**src/rtl/rxm_pkg.sv**
```systemverilog
`default_nettype none
package rxm_pkg;

    localparam int IN_BITS             = 16;
    localparam int VAL_BITS            = 20;
    localparam int N_CHR               = 8;
    localparam int TDATA_IN_W          = 128;
    localparam int TDATA_OUT_W         = 64;
    localparam int TUSER_OUT_W         = 3;
    localparam int DEF_INPUT_FRAC_BITS = 16;
    localparam int DEF_OUTPUT_INT_BITS = 4;

    localparam logic [1:0] ROW_FIRST = 2'd0;
    localparam logic [1:0] ROW_WHITE = 2'd3;

    typedef struct packed {
        logic vld;
        logic sing;
    } t_ctl;

    // signed width of one matrix or white entry (x, y or 1 - x - y)
    function automatic int rxm_mw(input int f);
        return ((f > 17) ? f : 17) + 2;
    endfunction

    function automatic int rxm_aw(input int f);
        return 2 * rxm_mw(f) + 1;
    endfunction

    // width of the determinant and of the scale numerators
    function automatic int rxm_dw(input int f);
        return rxm_aw(f) + rxm_mw(f) + 2;
    endfunction

    function automatic int rxm_numw(input int f, input int oi);
        return rxm_dw(f) + rxm_mw(f) + (VAL_BITS - oi);
    endfunction

    function automatic int rxm_denw(input int f);
        return rxm_dw(f) + rxm_mw(f);
    endfunction

endpackage
`default_nettype wire

```
**src/rtl/rxm_out.sv**
```systemverilog
`default_nettype none
module rxm_out
    import rxm_pkg::*;
(
    input  wire logic                       i_clk,
    input  wire logic                       i_rst_n,
    input  wire t_ctl                       i_ctl,
    input  wire logic signed [VAL_BITS-1:0] i_val [12],
    output logic                            o_take,
    output logic                            o_tvalid,
    input  wire logic                       i_tready,
    output logic [TDATA_OUT_W-1:0]          o_tdata,
    output logic                            o_tlast,
    output logic [TUSER_OUT_W-1:0]          o_tuser
);

    logic                       r_busy;
    logic [1:0]                 r_row;
    logic                       r_sing;
    logic signed [VAL_BITS-1:0] r_val [4][3];
    logic                       last_row;

    assign last_row = r_sing || (r_row == ROW_WHITE);
    assign o_take   = i_ctl.vld && (!r_busy || (i_tready && last_row));

    always_ff @(posedge i_clk) begin
        if (!i_rst_n) begin
            r_busy <= 1'b0;
            r_row  <= ROW_FIRST;
        end else if (o_take) begin
            r_busy <= 1'b1;
            r_row  <= ROW_FIRST;
        end else if (r_busy && i_tready) begin
            if (last_row) begin
                r_busy <= 1'b0;
            end else begin
                r_row <= r_row + 2'd1;
            end
        end
    end

    always_ff @(posedge i_clk) begin
        if (o_take) begin
            r_sing <= i_ctl.sing;
            for (int r = 0; r < 4; r++) begin
                for (int c = 0; c < 3; c++) begin
                    r_val[r][c] <= i_val[3 * r + c];
                end
            end
        end
    end

    always_comb begin
        o_tvalid = r_busy;
        o_tlast  = last_row;
        o_tuser  = {r_sing, r_row};
        if (r_sing) begin
            o_tdata = '0;
        end else begin
            o_tdata = {{(TDATA_OUT_W - 3 * VAL_BITS){1'b0}},
                       r_val[r_row][2], r_val[r_row][1], r_val[r_row][0]};
        end
    end

endmodule
`default_nettype wire

```
**config.mk**
```make
export PLATFORM = sky130hd
export DESIGN_NAME = rxm_out
export DESIGN_NICKNAME = d
export VERILOG_FILES = /design/src/rtl/rxm_pkg.sv /design/src/rtl/rxm_out.sv
export SDC_FILE = /design/constraint.sdc
export NUM_CORES = 1
export LEC_CHECK = 0
export BUFFER_PORTS_ARGS = -buffer_cell sky130_fd_sc_hd__buf_2
export CAP_MARGIN = 10
export CORE_UTILIZATION = 45
export CTS_CLUSTER_SIZE = 14
export DETAILED_ROUTE_END_ITERATION = 8
export PLACE_DENSITY = 0.76
export SLEW_MARGIN = 20
export SYNTH_ARGS = -nofsm -noshare
export SYNTH_HDL_FRONTEND = slang
export SYNTH_SLANG_ARGS = --single-unit
export TNS_END_PERCENT = 50
```
**constraint.sdc**
```tcl
create_clock -name i_clk -period 23.2 [get_ports i_clk]
set_clock_uncertainty 0.1 [all_clocks]
set_input_delay 3.48 -clock i_clk [delete_from_list [all_inputs] [get_ports i_clk]]
set_output_delay 3.48 -clock i_clk [all_outputs]
set_load 0.02 [all_outputs]
```
; After elaboration in Yosys (flattened, before gate mapping)
; Memories as Yosys holds them, arrays and structs flattened. A register that Yosys moved wholly into a read port is not among the register bits.
; Cells that the tools add are included.
[word_totals]
ff_bits = 4
mem_bits_rw = 240
input_bits = 245
out_inout_bits = 70
wordCells = 27
n_memories = 1
[classes]
add_sub_neg = 1
eq_ne = 1
muxes = 8
bitwise_logic = 2
n_reduce_logical = 11
[memory_table]
columns = memory, words, word_bits, rd, rd_ports_with_merged_regs, wr, line
row1 = r_val, 4, 60, 1, 1, 4, rxm_out.sv:20  ; logic signed [VAL_BITS-1:0] r_val [4][3];
[ops]
columns = cell, count
row1 = $mux 60, 1
row2 = $mux 1, 5
row3 = $mux 2, 2
row4 = $reduce_and 2->1, 2
row5 = $reduce_bool 2->1, 2
row6 = $logic_and 1x1->1, 3
row7 = $add 2x1->2 const B, 1
row8 = $eq 2x2->1 const B, 1
row9 = $logic_or 1x1->1, 2
row10 = $not 1->1, 2
row11 = $reduce_or 2->1, 1
row12 = $logic_not 1->1, 1

; Longest topological paths before layout
; Gate-level depths: netlist of the first run.
[depth]
word_depth = 7
ltp_mapped = 4
mapped_depth_nobuf = 4

; Least setup slack after synthesis of the first run
; OpenSTA, ideal clock, no wires.
[synth_path]
kind = input port to output port
start = input port i_tready
end = output port o_take
arrival_ns = 21.351
t_required_ns = 19.620
slack_ns = -1.731
path_stages = 2
n_path_buf = 0
cell_sequence = o21ai_0 a21boi_0
[synth_between]
elab_chain_cells = 3
[synth_rtl]
columns = element, line
row1 = start: declaration, rxm_out.sv:11  ; input wire logic i_tready,
row2 = $logic_and 1x1->1, rxm_out.sv:24  ; assign o_take = i_ctl.vld && (!r_busy || (i_tready && last_row));
row3 = $logic_or 1x1->1, rxm_out.sv:24
row4 = $logic_and 1x1->1, rxm_out.sv:24
row5 = end: declaration, rxm_out.sv:9  ; output logic o_take,
; Every way passes these cells.

; Final worst setup path of the first run
; Ends and elaborated chain as after synthesis.

==> flow_metrics.tcl, run 1 <==
set metrics [dict create \
    synthArstFlopShare_pct 0 \
    maxSlewHeadroom_pct 29.80 \
    layout.nets 976 \
    avgSynthCellArea_sq_um 22.90 \
    swShare_pct 20.09 \
    grt_start_max_net_pins 87 \
    yosys.area.top_type_share_pct 77.45 \
    period_minus_slack_ns 7.856 \
    numCtsBuffers 26 \
    synth-edff-count 241 \
    track_usage_pct 18.84 \
    globalRoute.totalOverflow 0 \
    antenna_found_initial 1 \
    post-route-period-util_pct 33.86 \
    utilization_pct 59.67 \
    cts_buffer_depth 3 \
    cts_root_buffer "clkbuf_16" \
    vdd_drop_max_mv 0.06351 \
    synth_seq_cells 246 \
    postRouteAntennaNets 0 \
    cp_max_fo 3 \
    clk_pin_slew_ns 0.06 \
    design_area_sq_um 12110 \
    r2r_cells 6 \
    start_util_pct 46.03 \
    synth-seq-area-share_pct 78.52 \
    yosys_warnings 0 \
    p_int_uw 843.4 \
    ys.flop_type "edfxtp_1" \
    syn_area_sq_um 9344 \
    grt_pass1_wl_mm 30.47 \
    power_leakage_uw 0.004634 \
    ys_types 22 \
    place_congestion 0.8145 \
    cts_max_level 1 \
    drv_slew 0 \
    drt_wl_total_mm 19.88 \
    port_buffers 310 \
    worst_pin_slew_ns 1.053 \
    numClockSinks 246 \
    syn_inst 408 \
    rows 52 \
    hold_path_depth 2 \
    status "finished clean" \
    max_freq_ghz 0.1273 \
    cts_tree "done" \
    layout-drive-gt1-share_pct 56.80 \
    area_delta_synth_final_pct 29.63 \
    synth_area_leaders "edfxtp_1 77%, mux4_2 14%, nor2b_1 4.1%" \
    comb_power_share_pct 6.7 \
    hold_viol_final 0 \
    fin_tns_setup_ns 0 \
    min-delay-start "r_row[1]$_SDFFE_PP0P_" \
    p_per_area_nw_per_um2 87.14 \
    dr.pass1.iters 4 \
    insertion_delay_ns 0.51 \
    criticalPathCategory "input port to output port" \
    post_cts_buffers 0 \
    die_area_sq_um 21350 \
    via_per_inst 5.049 \
    drt_iter0_drc 267 \
    whs_ns 0.5051 \
    dpl_cell_area_sq_um 11150 \
    rrSetupSlack_ns 18.87 \
    setup_viol 0 \
    die_h_um 146.1 \
    end_kind "output port" \
    route.detailed.drc 0 \
    p_seq_share_pct 50.1 \
    cp.required_ns 19.62 \
    worstReg2RegStart "r_sing$_DFFE_PP_" \
    clkPwrFrac_pct 43.2 \
    timing.hold.worst.class "flip-flop to flip-flop" \
    fp.dieW_um 146.1 \
    vias 5155 \
    r2r_end "r_val[0][29]$_DFFE_PP_" \
    grt_setup_unrepaired "false" \
    core_area_sq_um 20300 \
    wl_per_cell_um 19.47 \
    p_switching_uw 212.1 \
    cp_data_arrival_time_ns 4.28 \
    max_cap_viol_count 0 \
    holdBufCountCts 0 \
    crit_path_start_kind "input port" \
    yosysTopAreaCell "edfxtp_1" \
    post_cts_resized 0 \
    dpl.hpwl_mm 13.65 \
    io_pins 315 \
    grt_pass1_vias 5705 \
    fillers 1500 \
]
## power groups by stage
stage	Clock (uW)	Sequential, uW	Combinational (uW)
floorplan	0	545	38.2
global placement	0	536	67.8
detailed placement	0	539	71.2
CTS	465	529	71.7
global route	481	531	76.2
finish	456	529	70.5
## metrics by stage
step | setup WS (ns) | instances | power, uW
global placement | 15.48 | 971 | 604.0
floorplan | 4.457 | 411 | 583.6
detailed placement | 15.40 | 972 | 609.7
CTS | 15.33 | 1020 | 1066
finish | 15.34 | 1021 | 1056
global route | 15.30 | 1021 | 1088
## worst max path at each step
| stage | from | end | slack [ns] | depth (start not counted) |
|---|---|---|---|---|
| 4_1_cts | i_tready | o_take | 15.33 | 4 |
| 3_3_place_gp | i_tready | o_take | 15.48 | 4 |
| 6_report | i_tready | o_take | 15.34 | 4 |
| 5_1_grt | i_tready | o_take | 15.30 | 4 |
| 3_5_place_dp | i_tready | o_take | 15.40 | 4 |
| 2_1_floorplan | i_tready | o_take | 4.46 | 2 |
## metal layers
metal | GRT usage (%) | wire length (um) | vias up
met5 | 0 | 0 | -
li1 | - | - | 2298
met1 | 20.85 | 6809 | 2537
met3 | 4.813 | 1726 | 31
met2 | 35.50 | 10940 | 289
met4 | 5.469 | 401 | 0
## cell families after synthesis
| kind of cell | count (synthesis) | synth area share [%] |
|---|---|---|
| AO/OA/AOI/OAI | 4 | 0.2678 |
| XOR/XNOR | 1 | 0.09375 |
| adder cells (fa/ha/maj) | 1 | 0.1339 |
| buffers and inverters | 26 | 1.848 |
| flip-flops | 246 | 78.52 |
| multiplexers | 61 | 14.57 |
| other | 1 | 0.04013 |
| AND/OR/NAND/NOR | 68 | 4.526 |
## final cells by class
class	count	area (sq um)	area share, %
Antenna cell	1	2.502	0.02066
Sequential cell	246	7342	60.61
Timing Repair Buffer	317	1612	13.30
Clock buffer	27	675.6	5.578
Clock inverter	21	286.5	2.365
Multi-Input combinational cell	139	1857	15.33
Tap cell	270	337.8	2.789
## synthesized netlist by cell type (3+ instances only)
cell type	n
buf_4	6
mux4_2	60
buf_2	6
dfxtp_1	5
nor2_1	3
clkbuf_1	7
nor2b_1	61
buf_6	6
edfxtp_1	241
## placed cells by master, fill, tap and decap left out, types with 2 or more instances in the layout
master     Yosys  layout
buf_2          6     310
buf_4          6       6
bufinv_16      0       7
clkbuf_16      0      27
clkinv_1       0       4
clkinv_2       0       7
clkinv_4       0       2
conb_1         1       4
dfxtp_1        5       3
edfxtp_1     241     241
mux4_2        60      60
nor2_1         3       3
nor2b_1       61      61
## flip-flops by register name, indices dropped and copies added, names as in the netlist, named ones only
name and flops:
r_val 240, r_sing 1, r_row 2, o_tvalid 1
## critical path, cell delays in order
cell      delay, ns
buf_2          0.11
o21ai_0        0.22
a21boi_4       0.26
buf_2          0.21
Note: power is estimated with default switching activity, not from simulation.
==> run 2, diff against run 1 <==
--- a/config.mk
+++ b/config.mk
@@ -5,12 +5,13 @@
 export SDC_FILE = /design/constraint.sdc
 export NUM_CORES = 1
 export LEC_CHECK = 0
+export ABC_AREA = 1
 export BUFFER_PORTS_ARGS = -buffer_cell sky130_fd_sc_hd__buf_2
 export CAP_MARGIN = 10
-export CORE_UTILIZATION = 45
+export CORE_UTILIZATION = 51
 export CTS_CLUSTER_SIZE = 14
 export DETAILED_ROUTE_END_ITERATION = 8
-export PLACE_DENSITY = 0.76
+export PLACE_DENSITY = 0.81
 export SLEW_MARGIN = 20
 export SYNTH_ARGS = -nofsm -noshare
 export SYNTH_HDL_FRONTEND = slang
==> constraint.sdc (replaced) <==
create_clock -name i_clk -period 7.5 [get_ports i_clk]
set_clock_uncertainty 0.1 [all_clocks]
set_input_delay 1.125 -clock i_clk [delete_from_list [all_inputs] [get_ports i_clk]]
set_output_delay 1.125 -clock i_clk [all_outputs]
set_load 0.02 [all_outputs]
==> flow_metrics.tcl, run 2 <==
set metrics [dict create \
    largest_reg_flops 240 \
    cts_tree "done" \
    post_cts_resized 0 \
    cts_buffer_depth 3 \
    start_util_pct 52.00 \
    p_per_area_nw_per_um2 243.4 \
    top_register "r_val" \
    grt_pass1_vias 7037 \
    synth-edff-count 241 \
    drt_wl_total_mm 24.14 \
    cts_root_buffer "clkbuf_16" \
    end_kind "output port" \
    period_minus_slack_ns 4.187 \
    fin_ws_ns 3.313 \
    hold_viol_final 0 \
    die_h_um 142.9 \
    criticalPathCategory "flip-flop to output port" \
    numCtsBuffers 25 \
    setup_viol 0 \
    synth.most_common_cell "nand2_1" \
    ys.flop_type "edfxtp_1" \
    worst_pin_slew_ns 0.9843 \
    post-route-period-util_pct 55.83 \
    wl_per_cell_um 16.00 \
    crit_slowest_cell "buf_4" \
    yosys-top-cells-count "370 x nand2_1, 241 x edfxtp_1, 128 x inv_1" \
    antenna_found_initial 7 \
    yosys_warnings 0 \
    whs_ns 0.4706 \
    io_pins 315 \
    ys_types 16 \
    cp_cell_sequence "inv_4, buf_4, nand2_1, nand2_1, nand2_1, a21oi_1, buf_2" \
    post_cts_buffers 0 \
    max_cap_viol_count 0 \
    area_delta_synth_final_pct 24.43 \
    numClockSinks 246 \
    clk_pin_slew_ns 0.06 \
    cts_max_level 1 \
    cp.required_ns 6.27 \
    die_area_sq_um 20410 \
    route.detailed.drc 0 \
    syn_inst 927 \
    rows 51 \
    crit_family "buffers and inverters" \
    dp_slack_ns 3.849 \
    comb_power_share_pct 8.7 \
    place_congestion 0.8265 \
    avgSynthCellArea_sq_um 10.92 \
    grt_start_max_net_pins 93 \
    cp_common_cell "nand2_1" \
    synth_area_leaders "edfxtp_1 72%, nand2_1 14%, inv_1 4.7%" \
    timing.hold.worst.class "flip-flop to flip-flop" \
    cpPeakStageDelay_ns 0.66 \
    synth_seq_cells 246 \
    power_leakage_uw 0.005856 \
    vias 7361 \
    final_cell_mix "370 x nand2_1, 310 x buf_2, 241 x edfxtp_1" \
    layout.nets 1469 \
    grt_pass1_wl_mm 35.32 \
    holdBufCountCts 0 \
    port_buffers 310 \
    critical_path_buf_inv_count 3 \
    synthArstFlopShare_pct 0 \
    via_per_inst 4.878 \
    globalRoute.totalOverflow 0 \
    p_switching_uw 676.9 \
    p_int_uw 2388 \
    drt_iter0_drc 394 \
    postRouteAntennaNets 0 \
    yosysTopAreaCell "edfxtp_1" \
    max_freq_ghz 0.2388 \
    rrSetupSlack_ns 4.67 \
    syn_area_sq_um 10120 \
    p_seq_share_pct 53.5 \
    cp_max_fo 63 \
    cp_data_arrival_time_ns 2.96 \
    swShare_pct 22.08 \
    largest_registers "r_val (240), r_row (2)" \
    fin_tns_setup_ns 0 \
    dr.pass1.iters 5 \
    drv_slew 0 \
    grt_setup_unrepaired "false" \
    crit_path_start_kind "flip-flop" \
    fp.dieW_um 142.9 \
    clkPwrFrac_pct 37.8 \
    vdd_drop_max_mv 0.2220 \
    synth-seq-area-share_pct 72.49 \
    status "finished clean" \
    core_area_sq_um 19460 \
    layout-drive-gt1-share_pct 28.76 \
    dpl.hpwl_mm 15.85 \
    layout_commonest_cell "nand2_1" \
    maxSlewHeadroom_pct 34.38 \
    utilization_pct 64.71 \
    yosys.area.top_type_share_pct 71.50 \
    track_usage_pct 22.97 \
    insertion_delay_ns 0.50 \
]
[run 2: cell types whose count changed in the layout (fill, tap and decap cells not counted), moves of 2 or more]
cell,delta
nand3_1,+62
nor2b_1,-61
diode_2,+5
clkbuf_1,+5
nand2_1,+370
clkinv_4,-2
bufinv_16,-5
a21oi_1,+59
mux4_2,-60
inv_1,+127
clkbuf_16,-2
[run 2: cells by family after synthesis]
logic type,Yosys count,synth area share (%)
flops,246,72.49
buf+inv,181,7.343
fa+ha+maj,1,0.1236
other cells,1,0.03705
compound gates,61,3.016
simple gates,437,16.99
[run 2: layout make-up]
cell class / instances / area (sq um)
antenna: 6 / 15.01
clock buffer: 30 / 644.4
clock inverter: 12 / 106.4
fill: 1506 / 6869
inverter: 130 / 498.0
multi-input combinational: 503 / 2052
sequential: 246 / 7342
tap: 265 / 331.6
timing repair buffer: 317 / 1604
[run 2: path summary, 6_finish.rpt]
kind              cells past startpoint                     end                   from
hold / removal                        4               flip-flop  r_row[1]$_SDFFE_PP0P_
hold reg to reg                       4               flip-flop  r_row[1]$_SDFFE_PP0P_
setup reg to reg                      6  r_val[0][39]$_DFFE_PP_  r_row[0]$_SDFFE_PP0P_
setup / recovery                      7             o_tdata[21]              flip-flop
[run 2: stage by stage]
step,total power (uW),cells,instance area [sq um]
2_1_floorplan,1829,930,10130
3_3_place_gp,1926,1461,11830
3_5_place_dp,1935,1461,11830
4_1_cts,3090,1503,12580
5_1_grt,3172,1505,12580
6_report,3065,1509,12590
[run 2: power groups by stage]
stage               combinational (uW)  sequential [uW]  clock [uW]
finish                             265             1640        1160
global route                       294             1650        1230
CTS                                267             1640        1180
detailed placement                 265             1670           0
global placement                   259             1670           0
floorplan                          148             1680           0
[run 2: routing by layer]
layer	track usage (%)	share of wire (%)
met1	28.29	39
met2	39.14	48
met3	6.003	10
met4	8.093	2.6
met5	0	0.14
[run 2: tightest hold or removal path, delay by kind of cell (launching register included)]
family,cells,cell delay [ns]
buf+inv,1,0.05
flops,1,0.33
simple gates,3,0.16
==> run 3, diff against run 2 <==
--- a/config.mk
+++ b/config.mk
@@ -5,13 +5,13 @@
 export SDC_FILE = /design/constraint.sdc
 export NUM_CORES = 1
 export LEC_CHECK = 0
-export ABC_AREA = 1
+export ABC_AREA = 0
 export BUFFER_PORTS_ARGS = -buffer_cell sky130_fd_sc_hd__buf_2
 export CAP_MARGIN = 10
-export CORE_UTILIZATION = 51
+export CORE_UTILIZATION = 45
 export CTS_CLUSTER_SIZE = 14
 export DETAILED_ROUTE_END_ITERATION = 8
-export PLACE_DENSITY = 0.81
+export PLACE_DENSITY = 0.76
 export SLEW_MARGIN = 20
 export SYNTH_ARGS = -nofsm -noshare
 export SYNTH_HDL_FRONTEND = slang
==> constraint.sdc (replaced) <==
create_clock -name i_clk -period 3.72 [get_ports i_clk]
set_clock_uncertainty 0.1 [all_clocks]
set_input_delay 0.558 -clock i_clk [delete_from_list [all_inputs] [get_ports i_clk]]
set_output_delay 0.558 -clock i_clk [all_outputs]
set_load 0.02 [all_outputs]
==> flow_metrics.tcl, run 3 (same netlist as run 1, synthesis figures left out) <==
set metrics [dict create \
    status "finished clean" \
    timing.hold.worst.class "input port to flip-flop" \
    port_buffers 310 \
    fillers 1518 \
    via_per_inst 5.072 \
    layout_commonest_cell "buf_2" \
    dpl.cell_count 973 \
    top_register "r_val" \
    largest_registers "r_val (240), r_row (2)" \
    min-delay-start "i_val[44]" \
    numClockSinks 246 \
    grt_pass1_wl_mm 31.01 \
    postRouteAntennaNets 0 \
    clk_pin_slew_ns 0.06 \
    p_int_uw 4926 \
    p_total_uw 6226 \
    drt_wl_total_mm 20.63 \
    antenna_found_initial 3 \
    cts_root_buffer "clkbuf_16" \
    route.detailed.drc 0 \
    fin_ws_ns 0.5906 \
    final_cell_mix "310 x buf_2, 241 x edfxtp_1, 61 x nor2b_1" \
    insertion_delay_ns 0.52 \
    rrSetupSlack_ns 1.38 \
    dr.pass1.iters 4 \
    fp.dieW_um 146.1 \
    grt_setup_unrepaired "false" \
    post_cts_buffers 0 \
    end_kind "output port" \
    layout.nets 978 \
    cp.required_ns 3.06 \
    place_congestion 0.8862 \
    largest_reg_flops 240 \
    vias 5179 \
    dp_slack_ns 1.045 \
    p_seq_share_pct 52.9 \
    crit_slowest_cell "dfxtp_4" \
    p_switching_uw 1300 \
    holdBufCountCts 0 \
    wl_per_cell_um 20.21 \
    area_delta_synth_final_pct 29.03 \
    setup_viol 0 \
    grt_pass1_vias 5557 \
    start_util_pct 46.03 \
    max_cap_viol_count 0 \
    worstReg2RegStart "r_sing$_DFFE_PP_" \
    swShare_pct 20.87 \
    globalRoute.totalOverflow 0 \
    cts_tree "done" \
    core_area_sq_um 20300 \
    criticalPathCategory "flip-flop to output port" \
    grt_start_max_net_pins 124 \
    comb_power_share_pct 7.2 \
    stdcell_count 1021 \
    max_freq_ghz 0.3196 \
    track_usage_pct 19.14 \
    hold_viol_final 0 \
    die_area_sq_um 21350 \
    vdd_drop_max_mv 0.4341 \
    cp_max_fo 29 \
    cpPeakStageDelay_ns 0.75 \
    critical_path_buf_inv_count 2 \
    clkPwrFrac_pct 39.9 \
    cp_data_arrival_time_ns 2.47 \
    layout-drive-gt1-share_pct 56.13 \
    period_minus_slack_ns 3.129 \
    drt_iter0_drc 305 \
    dpl.hpwl_mm 13.88 \
    cts_buffer_depth 3 \
    maxSlewHeadroom_pct 49.61 \
    crit_path_start_kind "flip-flop" \
    crit_family "flip-flops" \
    die_h_um 146.1 \
    cts_max_level 1 \
    numCtsBuffers 27 \
    worst_pin_slew_ns 0.7558 \
    post_cts_resized 0 \
    p_per_area_nw_per_um2 516.4 \
    io_pins 315 \
    cp_cell_sequence "buf_4, mux4_2, nor2b_1, buf_2" \
    post-route-period-util_pct 84.12 \
    power_leakage_uw 0.004575 \
    rows 52 \
    drv_slew 0 \
]
## run 3: changes by cell type in the layout (fill, tap and decap cells not counted), moves of 3 or more
cell / previous run / this run
nand2_1: 370 / 0
inv_1: 127 / 0
nand3_1: 63 / 1
nor2b_1: 0 / 61
mux4_2: 0 / 60
a21oi_1: 60 / 1
diode_2: 6 / 1
buf_12: 0 / 4
clkinv_2: 7 / 3
buf_4: 7 / 4
clkinv_1: 3 / 6
## run 3: final timing paths
path                                  to  cells after the start
setup / recovery             o_tdata[58]                      4
hold / removal    r_val[3][44]$_DFFE_PP_                      1
setup reg to reg  r_val[0][44]$_DFFE_PP_                      4
hold reg to reg    r_row[0]$_SDFFE_PP0P_                      2
## run 3: power groups by stage
stage	clock [uW]	sequential, uW	combinational [uW]
floorplan	0	3350	241
global placement	0	3340	438
detailed placement	0	3350	453
CTS	2550	3290	457
global route	2650	3300	485
finish	2480	3290	450
## run 3: layer usage
layer / vias to the layer above / global-route usage [%] / share of wire, %
met3: 34 / 5.375 / 8.7
met4: 4 / 6.198 / 2.2
met5: - / 0 / 0.11
li1: 2301 / - / -
met2: 292 / 33.06 / 51
met1: 2548 / 23.33 / 38
## run 3: metrics by stage
stage	cell area (sq um)	hold slack, ns	setup TNS (ns)	util (%)
after floorplan	9399	0.4727	-409.75	-
after global placement	11230	0.4399	0	55.32
after detailed placement	11230	0.4610	0	55.32
after CTS	12050	0.08342	0	59.38
after global routing	12060	0.08506	0	59.39
final	12060	0.1098	0	59.39
## run 3: final cells by class
cell class              count  area [sq um]  area share (%)
repair buffers            318          1662           13.78
diodes                      1         2.502         0.02076
clock inverters            13         122.6           1.017
well taps                 270         337.8           2.802
multi-input cells         139          1881           15.60
clock buffers              34         701.9           5.822
flip-flops and latches    246          7350           60.96
